File: src/rtl/core/tzvs_pkg.sv
package tzvs_pkg;

    // Defaults for the top-level parameters.
    localparam int COORD_BITS_DEF = 12;
    localparam int ID_BITS_DEF    = 16;
    localparam int AXIS_FULL_DEF  = 32767;

    // Every axis leaves the block as a 16-bit two's complement value.
    localparam int AXIS_BITS = 16;

    // Entries in the queue between the front and the back.
    localparam int QUEUE_DEPTH = 4;

    localparam int ZONE_BITS = 3;

    // What the front has decided a request is.
    typedef enum logic [ZONE_BITS-1:0] {
        ZONE_FIRE,
        ZONE_AIM,
        ZONE_USE,
        ZONE_START,
        ZONE_MOVE,
        ZONE_LOOK,
        ZONE_EOF
    } zone_t;

    // Configuration register indexes (byte address is four times the index).
    typedef enum logic [2:0] {
        REG_MOVE_ZONE_X     = 3'd0,
        REG_BUTTON_COLUMN_X = 3'd1,
        REG_FIRE_Y          = 3'd2,
        REG_AIM_TOP         = 3'd3,
        REG_USE_X_LOW       = 3'd4,
        REG_MOVE_DEADZONE   = 3'd5,
        REG_MOVE_SCALE      = 3'd6,
        REG_LOOK_GAIN       = 3'd7
    } reg_index_t;

endpackage

File: src/rtl/core/touch_zone_virtual_stick_unit.sv
// Touch zone virtual stick.
// The input stream carries one request per touch sample (s_tuser low) and an end-of-frame
// request (s_tuser high) after the samples of each frame. Each sample is sorted into the
// fire, aim, use, start, move-stick or look zone; an end of frame produces one result on
// the output stream with the two stick axes, the two look axes and the four buttons.
// Samples produce no result.
// One request is taken every cycle while the queue is not full. A front stage classifies
// the sample and writes it into a four-entry queue; the back pops one entry a cycle while
// the result register can take a result, and runs it through three stages (ownership and
// displacement, the gain and deadzone multipliers, saturation and the frame axes). When
// the receiver holds m_tready low, the back halts with the result on hold, and the front
// keeps taking requests until the queue is full, at which point s_tready falls. Reset
// clears the queue, the stick and look owners, the frame flags and axes, and returns the
// configuration registers to their defaults. The APB port writes and reads the eight
// registers at byte addresses 0 to 28. It is to be written only while idle, by the user;
// the block itself does not enforce this.
module touch_zone_virtual_stick_unit #(
    parameter int COORD_BITS = tzvs_pkg::COORD_BITS_DEF,
    parameter int ID_BITS    = tzvs_pkg::ID_BITS_DEF,
    parameter int AXIS_FULL  = tzvs_pkg::AXIS_FULL_DEF
) (
    input  logic                 aclk,
    input  logic                 aresetn,
    // s_tdata, from bit 0 up: touch_x, touch_y, finger_id, zero fill.
    input  logic                 s_tvalid,
    output logic                 s_tready,
    input  logic [((2*COORD_BITS+ID_BITS+7)/8)*8-1:0] s_tdata,
    // s_tuser: command (0 finger sample, 1 end of frame).
    input  logic                 s_tuser,
    // m_tdata, from bit 0 up: left_x, left_y, right_x, right_y, fire, aim, use_res,
    // start_res, zero fill.
    output logic                 m_tvalid,
    input  logic                 m_tready,
    output logic [((4*tzvs_pkg::AXIS_BITS+4+7)/8)*8-1:0] m_tdata,
    input  logic                 psel,
    input  logic                 penable,
    input  logic                 pwrite,
    input  logic [4:0]           paddr,
    input  logic [31:0]          pwdata,
    output logic [31:0]          prdata,
    output logic                 pready
);
    import tzvs_pkg::*;

    localparam int S_TDATA_W = ((2 * COORD_BITS + ID_BITS + 7) / 8) * 8;
    localparam int M_TDATA_W = ((4 * AXIS_BITS + 4 + 7) / 8) * 8;
    localparam int Q_W       = ZONE_BITS + ID_BITS + 2 * COORD_BITS;

    logic [COORD_BITS-1:0] move_zone_x_reg;
    logic [COORD_BITS-1:0] button_column_x_reg;
    logic [COORD_BITS-1:0] fire_y_reg;
    logic [COORD_BITS-1:0] aim_top_reg;
    logic [COORD_BITS-1:0] use_x_low_reg;
    logic [COORD_BITS-1:0] move_deadzone_reg;
    logic [15:0]           move_scale_reg;
    logic [15:0]           look_gain_reg;

    reg_index_t            reg_index;
    logic                  cfg_write;

    logic                  q_push, q_full, q_pop, q_valid;
    zone_t                 f_zone;
    logic [COORD_BITS-1:0] f_x, f_y;
    logic [ID_BITS-1:0]    f_id;
    logic [Q_W-1:0]        q_wdata, q_rdata;
    zone_t                 b_zone;

    assign reg_index = reg_index_t'(paddr[4:2]);
    assign cfg_write = psel && penable && pwrite;
    assign pready    = 1'b1;

    always_ff @(posedge aclk) begin
        if (!aresetn) begin
            move_zone_x_reg     <= COORD_BITS'(1638);
            button_column_x_reg <= COORD_BITS'(3523);
            fire_y_reg          <= COORD_BITS'(2540);
            aim_top_reg         <= COORD_BITS'(1147);
            use_x_low_reg       <= COORD_BITS'(2908);
            move_deadzone_reg   <= COORD_BITS'(49);
            move_scale_reg      <= 16'd18619;
            look_gain_reg       <= 16'd28672;
        end else if (cfg_write) begin
            case (reg_index)
                REG_MOVE_ZONE_X:     move_zone_x_reg     <= pwdata[COORD_BITS-1:0];
                REG_BUTTON_COLUMN_X: button_column_x_reg <= pwdata[COORD_BITS-1:0];
                REG_FIRE_Y:          fire_y_reg          <= pwdata[COORD_BITS-1:0];
                REG_AIM_TOP:         aim_top_reg         <= pwdata[COORD_BITS-1:0];
                REG_USE_X_LOW:       use_x_low_reg       <= pwdata[COORD_BITS-1:0];
                REG_MOVE_DEADZONE:   move_deadzone_reg   <= pwdata[COORD_BITS-1:0];
                REG_MOVE_SCALE:      move_scale_reg      <= pwdata[15:0];
                REG_LOOK_GAIN:       look_gain_reg       <= pwdata[15:0];
                default: begin
                end
            endcase
        end
    end

    always_comb begin
        case (reg_index)
            REG_MOVE_ZONE_X:     prdata = 32'(move_zone_x_reg);
            REG_BUTTON_COLUMN_X: prdata = 32'(button_column_x_reg);
            REG_FIRE_Y:          prdata = 32'(fire_y_reg);
            REG_AIM_TOP:         prdata = 32'(aim_top_reg);
            REG_USE_X_LOW:       prdata = 32'(use_x_low_reg);
            REG_MOVE_DEADZONE:   prdata = 32'(move_deadzone_reg);
            REG_MOVE_SCALE:      prdata = 32'(move_scale_reg);
            REG_LOOK_GAIN:       prdata = 32'(look_gain_reg);
            default:             prdata = '0;
        endcase
    end

    tzvs_front #(
        .COORD_BITS (COORD_BITS),
        .ID_BITS    (ID_BITS),
        .TDATA_W    (S_TDATA_W)
    ) u_front (
        .s_tvalid        (s_tvalid),
        .s_tready        (s_tready),
        .s_tdata         (s_tdata),
        .s_tuser         (s_tuser),
        .move_zone_x     (move_zone_x_reg),
        .button_column_x (button_column_x_reg),
        .fire_y          (fire_y_reg),
        .aim_top         (aim_top_reg),
        .use_x_low       (use_x_low_reg),
        .q_full          (q_full),
        .q_push          (q_push),
        .q_zone          (f_zone),
        .q_x             (f_x),
        .q_y             (f_y),
        .q_id            (f_id)
    );

    assign q_wdata = {f_zone, f_id, f_y, f_x};

    tzvs_fifo #(
        .WIDTH (Q_W),
        .DEPTH (QUEUE_DEPTH)
    ) u_queue (
        .aclk    (aclk),
        .aresetn (aresetn),
        .push    (q_push),
        .wdata   (q_wdata),
        .full    (q_full),
        .pop     (q_pop),
        .rvalid  (q_valid),
        .rdata   (q_rdata)
    );

    assign b_zone = zone_t'(q_rdata[Q_W-1:Q_W-ZONE_BITS]);

    tzvs_back #(
        .COORD_BITS (COORD_BITS),
        .ID_BITS    (ID_BITS),
        .AXIS_FULL  (AXIS_FULL),
        .M_TDATA_W  (M_TDATA_W)
    ) u_back (
        .aclk          (aclk),
        .aresetn       (aresetn),
        .q_valid       (q_valid),
        .q_pop         (q_pop),
        .q_zone        (b_zone),
        .q_x           (q_rdata[COORD_BITS-1:0]),
        .q_y           (q_rdata[2*COORD_BITS-1:COORD_BITS]),
        .q_id          (q_rdata[2*COORD_BITS+ID_BITS-1:2*COORD_BITS]),
        .move_deadzone (move_deadzone_reg),
        .move_scale    (move_scale_reg),
        .look_gain     (look_gain_reg),
        .m_tvalid      (m_tvalid),
        .m_tready      (m_tready),
        .m_tdata       (m_tdata)
    );

endmodule

File: src/rtl/core/tzvs_fifo.sv
module tzvs_fifo #(
    parameter int WIDTH = 8,
    parameter int DEPTH = 4
) (
    input  logic             aclk,
    input  logic             aresetn,
    input  logic             push,
    input  logic [WIDTH-1:0] wdata,
    output logic             full,
    input  logic             pop,
    output logic             rvalid,
    output logic [WIDTH-1:0] rdata
);
    localparam int PTR_W = (DEPTH > 1) ? $clog2(DEPTH) : 1;
    localparam int CNT_W = $clog2(DEPTH + 1);

    logic [WIDTH-1:0] mem_reg [DEPTH];
    logic [PTR_W-1:0] wptr_reg, wptr_next;
    logic [PTR_W-1:0] rptr_reg, rptr_next;
    logic [CNT_W-1:0] count_reg, count_next;

    assign full   = (count_reg == CNT_W'(DEPTH));
    assign rvalid = (count_reg != '0);
    assign rdata  = mem_reg[rptr_reg];

    always_comb begin
        wptr_next  = wptr_reg;
        rptr_next  = rptr_reg;
        count_next = count_reg;
        if (push) begin
            wptr_next = (wptr_reg == PTR_W'(DEPTH - 1)) ? '0 : wptr_reg + 1'b1;
        end
        if (pop) begin
            rptr_next = (rptr_reg == PTR_W'(DEPTH - 1)) ? '0 : rptr_reg + 1'b1;
        end
        if (push && !pop) begin
            count_next = count_reg + 1'b1;
        end else if (pop && !push) begin
            count_next = count_reg - 1'b1;
        end
    end

    always_ff @(posedge aclk) begin
        if (!aresetn) begin
            wptr_reg  <= '0;
            rptr_reg  <= '0;
            count_reg <= '0;
        end else begin
            wptr_reg  <= wptr_next;
            rptr_reg  <= rptr_next;
            count_reg <= count_next;
        end
    end

    always_ff @(posedge aclk) begin
        if (push) begin
            mem_reg[wptr_reg] <= wdata;
        end
    end

endmodule

File: src/rtl/core/tzvs_front.sv
module tzvs_front #(
    parameter int COORD_BITS = tzvs_pkg::COORD_BITS_DEF,
    parameter int ID_BITS    = tzvs_pkg::ID_BITS_DEF,
    parameter int TDATA_W    = 40
) (
    input  logic                  s_tvalid,
    output logic                  s_tready,
    input  logic [TDATA_W-1:0]    s_tdata,
    input  logic                  s_tuser,
    input  logic [COORD_BITS-1:0] move_zone_x,
    input  logic [COORD_BITS-1:0] button_column_x,
    input  logic [COORD_BITS-1:0] fire_y,
    input  logic [COORD_BITS-1:0] aim_top,
    input  logic [COORD_BITS-1:0] use_x_low,
    input  logic                  q_full,
    output logic                  q_push,
    output tzvs_pkg::zone_t       q_zone,
    output logic [COORD_BITS-1:0] q_x,
    output logic [COORD_BITS-1:0] q_y,
    output logic [ID_BITS-1:0]    q_id
);
    import tzvs_pkg::*;

    // Fixed bounds as fractions of full scale, rounded to the nearest step.
    localparam int USE_Y_I      = ((74 << COORD_BITS) + 50) / 100;
    localparam int START_X_LO_I = ((45 << COORD_BITS) + 50) / 100;
    localparam int START_X_HI_I = ((55 << COORD_BITS) + 50) / 100;
    localparam int START_Y_I    = ((9 << COORD_BITS) + 50) / 100;
    localparam logic [COORD_BITS-1:0] USE_Y      = COORD_BITS'(USE_Y_I);
    localparam logic [COORD_BITS-1:0] START_X_LO = COORD_BITS'(START_X_LO_I);
    localparam logic [COORD_BITS-1:0] START_X_HI = COORD_BITS'(START_X_HI_I);
    localparam logic [COORD_BITS-1:0] START_Y    = COORD_BITS'(START_Y_I);

    logic [COORD_BITS-1:0] x;
    logic [COORD_BITS-1:0] y;
    logic                  col;

    assign x    = s_tdata[COORD_BITS-1:0];
    assign y    = s_tdata[2*COORD_BITS-1:COORD_BITS];
    assign q_id = s_tdata[2*COORD_BITS+ID_BITS-1:2*COORD_BITS];
    assign q_x  = x;
    assign q_y  = y;

    assign s_tready = !q_full;
    assign q_push   = s_tvalid && !q_full;

    assign col = (x >= button_column_x);

    // The zones are tested in priority order; the first that holds the point wins.
    always_comb begin
        if (s_tuser) begin
            q_zone = ZONE_EOF;
        end else if (col && y >= fire_y) begin
            q_zone = ZONE_FIRE;
        end else if (col && y >= aim_top && y < fire_y) begin
            q_zone = ZONE_AIM;
        end else if (x >= use_x_low && x < button_column_x && y >= USE_Y) begin
            q_zone = ZONE_USE;
        end else if (x >= START_X_LO && x <= START_X_HI && y <= START_Y) begin
            q_zone = ZONE_START;
        end else if (x < move_zone_x) begin
            q_zone = ZONE_MOVE;
        end else begin
            q_zone = ZONE_LOOK;
        end
    end

endmodule

File: src/rtl/core/tzvs_back.sv
module tzvs_back #(
    parameter int COORD_BITS = tzvs_pkg::COORD_BITS_DEF,
    parameter int ID_BITS    = tzvs_pkg::ID_BITS_DEF,
    parameter int AXIS_FULL  = tzvs_pkg::AXIS_FULL_DEF,
    parameter int M_TDATA_W  = 72
) (
    input  logic                  aclk,
    input  logic                  aresetn,
    input  logic                  q_valid,
    output logic                  q_pop,
    input  tzvs_pkg::zone_t       q_zone,
    input  logic [COORD_BITS-1:0] q_x,
    input  logic [COORD_BITS-1:0] q_y,
    input  logic [ID_BITS-1:0]    q_id,
    input  logic [COORD_BITS-1:0] move_deadzone,
    input  logic [15:0]           move_scale,
    input  logic [15:0]           look_gain,
    output logic                  m_tvalid,
    input  logic                  m_tready,
    output logic [M_TDATA_W-1:0]  m_tdata
);
    import tzvs_pkg::*;

    localparam int DW = COORD_BITS + 1;
    localparam int PW = COORD_BITS + 16;
    localparam int VW = COORD_BITS + 8;
    localparam int SW = 2 * COORD_BITS;

    localparam int FL_FIRE  = 0;
    localparam int FL_AIM   = 1;
    localparam int FL_USE   = 2;
    localparam int FL_START = 3;
    localparam int FL_MOVE  = 4;
    localparam int FL_LOOK  = 5;

    typedef enum logic [1:0] {
        KIND_NONE,
        KIND_MOVE,
        KIND_LOOK,
        KIND_EOF
    } kind_t;

    function automatic logic [AXIS_BITS-1:0] sat_axis(input logic [PW-1:0] prod,
                                                      input logic neg);
        logic [VW-1:0]        v;
        logic [AXIS_BITS-1:0] m;
        v = prod[PW-1:8];
        if (v > VW'(AXIS_FULL)) begin
            m = AXIS_BITS'(AXIS_FULL);
        end else begin
            m = v[AXIS_BITS-1:0];
        end
        return neg ? (~m + 1'b1) : m;
    endfunction

    logic en;

    // Ownership state and frame flags.
    logic                  stick_owned_reg, stick_owned_next;
    logic [ID_BITS-1:0]    stick_owner_reg, stick_owner_next;
    logic [COORD_BITS-1:0] stick_ox_reg, stick_ox_next;
    logic [COORD_BITS-1:0] stick_oy_reg, stick_oy_next;
    logic                  look_owned_reg, look_owned_next;
    logic [ID_BITS-1:0]    look_owner_reg, look_owner_next;
    logic [COORD_BITS-1:0] look_lx_reg, look_lx_next;
    logic [COORD_BITS-1:0] look_ly_reg, look_ly_next;
    logic [5:0]            flags_reg, flags_next;

    // Stage A: displacement.
    kind_t                 a_kind_reg, a_kind_next;
    logic signed [DW-1:0]  a_dx_reg, a_dx_next;
    logic signed [DW-1:0]  a_dy_reg, a_dy_next;
    logic [5:0]            a_flags_reg, a_flags_next;

    // Stage B: products.
    kind_t                 b_kind_reg;
    logic                  b_neg_x_reg, b_neg_y_reg;
    logic [PW-1:0]         b_prod_x_reg, b_prod_y_reg;
    logic [SW:0]           b_d2_reg;
    logic [SW-1:0]         b_dz2_reg;
    logic [5:0]            b_flags_reg;

    logic [COORD_BITS-1:0] mag_x, mag_y;
    logic signed [DW-1:0]  neg_dx, neg_dy;
    logic [15:0]           gain;

    // Stage C: frame axes and result.
    logic [AXIS_BITS-1:0]  axis_reg [4];
    logic                  m_tvalid_reg;
    logic [M_TDATA_W-1:0]  m_tdata_reg;
    logic [M_TDATA_W-1:0]  res_next;

    // The back moves only when the result register can take a new result.
    assign en    = !m_tvalid_reg || m_tready;
    assign q_pop = en && q_valid;

    always_comb begin
        stick_owned_next = stick_owned_reg;
        stick_owner_next = stick_owner_reg;
        stick_ox_next    = stick_ox_reg;
        stick_oy_next    = stick_oy_reg;
        look_owned_next  = look_owned_reg;
        look_owner_next  = look_owner_reg;
        look_lx_next     = look_lx_reg;
        look_ly_next     = look_ly_reg;
        flags_next       = flags_reg;
        a_kind_next      = KIND_NONE;
        a_dx_next        = '0;
        a_dy_next        = '0;
        a_flags_next     = flags_reg;
        if (q_pop) begin
            case (q_zone)
                ZONE_FIRE:  flags_next[FL_FIRE]  = 1'b1;
                ZONE_AIM:   flags_next[FL_AIM]   = 1'b1;
                ZONE_USE:   flags_next[FL_USE]   = 1'b1;
                ZONE_START: flags_next[FL_START] = 1'b1;
                ZONE_MOVE: begin
                    if (!stick_owned_reg) begin
                        // A new owner lands on its own centre, so the deflection is zero.
                        stick_owned_next     = 1'b1;
                        stick_owner_next     = q_id;
                        stick_ox_next        = q_x;
                        stick_oy_next        = q_y;
                        flags_next[FL_MOVE]  = 1'b1;
                        a_kind_next          = KIND_MOVE;
                    end else if (q_id == stick_owner_reg) begin
                        flags_next[FL_MOVE]  = 1'b1;
                        a_kind_next          = KIND_MOVE;
                        a_dx_next = $signed({1'b0, q_x}) - $signed({1'b0, stick_ox_reg});
                        a_dy_next = $signed({1'b0, q_y}) - $signed({1'b0, stick_oy_reg});
                    end
                end
                ZONE_LOOK: begin
                    if (!look_owned_reg) begin
                        look_owned_next     = 1'b1;
                        look_owner_next     = q_id;
                        look_lx_next        = q_x;
                        look_ly_next        = q_y;
                        flags_next[FL_LOOK] = 1'b1;
                    end else if (q_id == look_owner_reg) begin
                        flags_next[FL_LOOK] = 1'b1;
                        a_kind_next         = KIND_LOOK;
                        a_dx_next = $signed({1'b0, q_x}) - $signed({1'b0, look_lx_reg});
                        a_dy_next = $signed({1'b0, q_y}) - $signed({1'b0, look_ly_reg});
                        look_lx_next        = q_x;
                        look_ly_next        = q_y;
                    end
                end
                ZONE_EOF: begin
                    // Owners not seen during the frame let go.
                    a_kind_next = KIND_EOF;
                    if (!flags_reg[FL_MOVE]) begin
                        stick_owned_next = 1'b0;
                    end
                    if (!flags_reg[FL_LOOK]) begin
                        look_owned_next = 1'b0;
                    end
                    flags_next = '0;
                end
                default: begin
                end
            endcase
        end
    end

    always_ff @(posedge aclk) begin
        if (!aresetn) begin
            stick_owned_reg <= 1'b0;
            stick_owner_reg <= '0;
            stick_ox_reg    <= '0;
            stick_oy_reg    <= '0;
            look_owned_reg  <= 1'b0;
            look_owner_reg  <= '0;
            look_lx_reg     <= '0;
            look_ly_reg     <= '0;
            flags_reg       <= '0;
            a_kind_reg      <= KIND_NONE;
        end else begin
            stick_owned_reg <= stick_owned_next;
            stick_owner_reg <= stick_owner_next;
            stick_ox_reg    <= stick_ox_next;
            stick_oy_reg    <= stick_oy_next;
            look_owned_reg  <= look_owned_next;
            look_owner_reg  <= look_owner_next;
            look_lx_reg     <= look_lx_next;
            look_ly_reg     <= look_ly_next;
            flags_reg       <= flags_next;
            if (en) begin
                a_kind_reg <= a_kind_next;
            end
        end
    end

    always_ff @(posedge aclk) begin
        if (en) begin
            a_dx_reg    <= a_dx_next;
            a_dy_reg    <= a_dy_next;
            a_flags_reg <= a_flags_next;
        end
    end

    // A displacement never exceeds full scale, so its magnitude fits the coordinate width.
    assign neg_dx = -a_dx_reg;
    assign neg_dy = -a_dy_reg;
    assign mag_x  = a_dx_reg[DW-1] ? neg_dx[COORD_BITS-1:0] : a_dx_reg[COORD_BITS-1:0];
    assign mag_y  = a_dy_reg[DW-1] ? neg_dy[COORD_BITS-1:0] : a_dy_reg[COORD_BITS-1:0];
    assign gain   = (a_kind_reg == KIND_LOOK) ? look_gain : move_scale;

    always_ff @(posedge aclk) begin
        if (!aresetn) begin
            b_kind_reg <= KIND_NONE;
        end else if (en) begin
            b_kind_reg <= a_kind_reg;
        end
    end

    always_ff @(posedge aclk) begin
        if (en) begin
            b_neg_x_reg  <= a_dx_reg[DW-1];
            b_neg_y_reg  <= a_dy_reg[DW-1];
            b_prod_x_reg <= PW'(mag_x) * PW'(gain);
            b_prod_y_reg <= PW'(mag_y) * PW'(gain);
            b_d2_reg     <= (SW + 1)'(SW'(mag_x) * SW'(mag_x))
                          + (SW + 1)'(SW'(mag_y) * SW'(mag_y));
            b_dz2_reg    <= SW'(move_deadzone) * SW'(move_deadzone);
            b_flags_reg  <= a_flags_reg;
        end
    end

    // The result carries only the axes of owners seen in the frame.
    always_comb begin
        res_next = '0;
        if (b_flags_reg[FL_MOVE]) begin
            res_next[AXIS_BITS-1:0]             = axis_reg[0];
            res_next[2*AXIS_BITS-1:AXIS_BITS]   = axis_reg[1];
        end
        if (b_flags_reg[FL_LOOK]) begin
            res_next[3*AXIS_BITS-1:2*AXIS_BITS] = axis_reg[2];
            res_next[4*AXIS_BITS-1:3*AXIS_BITS] = axis_reg[3];
        end
        res_next[4*AXIS_BITS]     = b_flags_reg[FL_FIRE];
        res_next[4*AXIS_BITS + 1] = b_flags_reg[FL_AIM];
        res_next[4*AXIS_BITS + 2] = b_flags_reg[FL_USE];
        res_next[4*AXIS_BITS + 3] = b_flags_reg[FL_START];
    end

    always_ff @(posedge aclk) begin
        if (!aresetn) begin
            m_tvalid_reg <= 1'b0;
            axis_reg[0]  <= '0;
            axis_reg[1]  <= '0;
            axis_reg[2]  <= '0;
            axis_reg[3]  <= '0;
        end else if (en) begin
            m_tvalid_reg <= (b_kind_reg == KIND_EOF);
            case (b_kind_reg)
                KIND_MOVE: begin
                    if (b_d2_reg < {1'b0, b_dz2_reg}) begin
                        axis_reg[0] <= '0;
                        axis_reg[1] <= '0;
                    end else begin
                        axis_reg[0] <= sat_axis(b_prod_x_reg, b_neg_x_reg);
                        axis_reg[1] <= sat_axis(b_prod_y_reg, b_neg_y_reg);
                    end
                end
                KIND_LOOK: begin
                    axis_reg[2] <= sat_axis(b_prod_x_reg, b_neg_x_reg);
                    axis_reg[3] <= sat_axis(b_prod_y_reg, b_neg_y_reg);
                end
                KIND_EOF: begin
                    axis_reg[0] <= '0;
                    axis_reg[1] <= '0;
                    axis_reg[2] <= '0;
                    axis_reg[3] <= '0;
                end
                default: begin
                end
            endcase
        end
    end

    always_ff @(posedge aclk) begin
        if (en && b_kind_reg == KIND_EOF) begin
            m_tdata_reg <= res_next;
        end
    end

    assign m_tvalid = m_tvalid_reg;
    assign m_tdata  = m_tdata_reg;

endmodule
File: config.mk
export PLATFORM = sky130hd
export DESIGN_NAME = touch_zone_virtual_stick_unit
export DESIGN_NICKNAME = d
export VERILOG_FILES = /design/src/rtl/core/tzvs_pkg.sv /design/src/rtl/core/touch_zone_virtual_stick_unit.sv /design/src/rtl/core/tzvs_fifo.sv /design/src/rtl/core/tzvs_front.sv /design/src/rtl/core/tzvs_back.sv
export SDC_FILE = /design/constraint.sdc
export NUM_CORES = 2
export LEC_CHECK = 0
export BUFFER_PORTS_ARGS = -buffer_cell sky130_fd_sc_hd__buf_2
export CORE_MARGIN = 5
export CORE_UTILIZATION = 60
export CTS_CLUSTER_DIAMETER = 80
export DETAILED_ROUTE_END_ITERATION = 16
export PLACE_DENSITY = 0.78
export SYNTH_ARGS = -nofsm -noshare
export SYNTH_HDL_FRONTEND = slang
export SYNTH_HIERARCHICAL = 1
export SYNTH_SLANG_ARGS = --single-unit
File: constraint.sdc
create_clock -name aclk -period 20.3 [get_ports aclk]
set_input_delay 4.06 -clock aclk [delete_from_list [all_inputs] [get_ports aclk]]
set_output_delay 4.06 -clock aclk [all_outputs]
set_load 0.01 [all_outputs]
==> results.txt <==
Root Buffer - clkbuf_16
min cycle time layout - 10350 ps
Post-synth EDFFs - 400
commonest non-fill, non-tap cell in the layout - inv_1
per-cell routed wire length - 19.27 um
CTS buffer count - 67
r2r startpoint - u_back/a_dy_reg[0]
area delta synth->final - 6.941%
HP Start - u_back/a_flags_reg[4]
Final nets - 6385
Final Cycle Share - 50.97%
flop2flop setup slack - 10940 ps
first-pass GRT wire length - 202.3 mm
WHS Path Cells - 0
setup bufs post-CTS - 0
RSZ-0062 raised after global routing - no
result of the run - completed
Synth cell types - 103
DP Worst Slack - 10110 ps
Reg-to-Reg End - u_back/b_d2_reg[20]
max-slew violations - 0
total gr overflow - 0
number of standard cells in the layout, taps in and fillers out - 6536
DR DRC count - 0
Slowest-stage cell, CP - buf_2
mapped cell area - 53100 sq um
Die H - 307.5 um
Ports - 192
PostCTS Resize Cnt - 0
fmax - 96.64 MHz
Hold WC Path Type - register to register
starting density of the core - 60.28%
hold_buf cts - 0
clock latency on the worst-skew pair - 640 ps
DP HPWL - 92.99 mm
Data arrival, critical path - 6290 ps
worst vdd ir - 0.1007 mV
max FFs per register - 172
Cells after DPL - 6412
Syn Inst Count - 5287
initial antenna violation count - 0
Reg clk slew, reported paths - 60 ps
max cap viols - 0
Synth Register Bits - 638
CTS tree - built
layout cells sized above 1 - 8.602%
Hold Slack - 409.5 ps
GP Congestion - 0.9706
Total Neg Setup Slack - 0 ps
Synth async-reset ratio - 0%
clock tree sinks - 638
Worst setup EP type - output port
# setup viols final - 0
Antenna Nets Post-Route - 0
# port buffers - 152
Iteration-0 DRC Markers - 3079
die width - 307.5 um
CP cell instances - buf_2 > nand2b_1 > nor2_1 > a221oi_1 > nor2_1 > buf_2
PD cells - 70.17 nW/um^2
register area share after synthesis - 31.59%
die area - 94560 sq um
Clock Tree Buf Depth - 3
vias in the first global route - 38436
Vias - 37624
Synth Flop Type - edfxtp_1
Worst Setup Path Type - primary input to output port
Max-slew headroom - 23.22%
Detailed Route WL - 126.0 mm
final setup margin - 9953 ps
CP required - 16240 ps
Register-to-Register Path Depth - 29
crit path max fanout - 41
n_diodes - 0
design area - 56790 sq um
Layout Skew - 40.70 ps
final hold violations - 0
floorplan core area - 88100 sq um
Fillers - 6811
H-tree depth - 3
commonest cells after routing, fill and taps aside - inv_1, nand2_1, fa_1, ha_1, edfxtp_1
crit-path max cell delay - 700 ps
Rows - 109
Worst Hold Path EP - u_back/b_flags_reg[4]
Startpoint Class - primary input
Total GRT Usage - 26.73%
largest net degree at the start of global routing - 123
leak pwr - 26.17 nW
vias per std cell - 5.756
TritonRoute pass-1 iters - 6
Yosys Warn Count - 6
Cell Area, Placed - 54470 sq um
Worst Tran Pin Value - 1152 ps
Avg Cell Area, Syn - 10.04 sq um
## final cells by class
cell class              count  area [sq um]  area share (%)
multi-input cells        3556         31880           56.14
flip-flops and latches    638         16780           29.54
inverters                 847          3184           5.607
clock buffers              97          1893           3.333
well taps                1165          1458           2.567
repair buffers            206          1169           2.058
clock inverters            27         427.9          0.7535
## cells by family after synthesis
group / share of synthesized area, %
buf+inv: 8.692
compound gates: 8.369
simple gates: 13.38
xor+xnor: 3.162
flops: 31.59
fa+ha+maj: 31.10
other cells: 0.02120
mux: 3.680
## per-layer routing
layer  track usage [%]  part of all wire [%]  wire, um  vias up
met5                 0                     0         0        -
met3             4.429                   8.4     10600      355
met4             11.47                   5.0      6281        0
met2             44.00                    47     59240     1657
met1             35.47                    40     49850    18467
li1                  -                     -         -    17145
## worst max-delay path by stage
| stage | to | from | slack, ps |
|---|---|---|---|
| 3_3_place_gp | prdata[3] | paddr[2] | 10190 |
| 4_1_cts | prdata[2] | paddr[2] | 10030 |
| 2_1_floorplan | prdata[4] | paddr[4] | 11130 |
| 3_5_place_dp | prdata[2] | paddr[2] | 10110 |
| 5_1_grt | prdata[6] | paddr[2] | 9810 |
| 6_report | prdata[2] | paddr[2] | 9950 |
## synthesized netlist by cell type, types with 50 or more instances
library cell / n / area share, %
o21ai_0: 114 / 1.1
a21oi_1: 125 / 1.2
xnor2_1: 103 / 1.7
nand2_1: 756 / 5.3
buf_4: 74 / 1.0
inv_1: 831 / 5.9
ha_1: 424 / 10
mux2i_1: 58 / 1.1
xor2_1: 85 / 1.4
and2_1: 144 / 1.7
nand3_1: 60 / 0.57
nor2_1: 376 / 2.7
clkbuf_1: 133 / 0.94
edfxtp_1: 400 / 23
dfxtp_1: 238 / 9.0
nor2b_1: 54 / 0.64
a21boi_0: 107 / 1.5
fa_1: 560 / 21
a21o_1: 50 / 0.71
## stage by stage
step                utilization (%)  power (W)
global route                  64.46   0.004185
floorplan                         -   0.002459
finish                        64.46   0.003985
global placement              61.83   0.002686
detailed placement            61.83   0.002718
CTS                           64.46   0.003991
## report_power, final
part / internal (W) / switching (W) / leakage [nW]
Sequential: 0.00149 / 0.0000739 / 6.00
Clock: 0.000739 / 0.000528 / 1.11
Combinational: 0.000464 / 0.000694 / 19.1
Total: 0.00269 / 0.00130 / 26.2
## worst max-delay path, delay by kind of cell
family / cells / cell delay [ps]
AO/OA/AOI/OAI: 1 / 260
buffers and inverters: 2 / 850
AND/OR/NAND/NOR: 3 / 1100
Power figures use the tool's default switching activity.
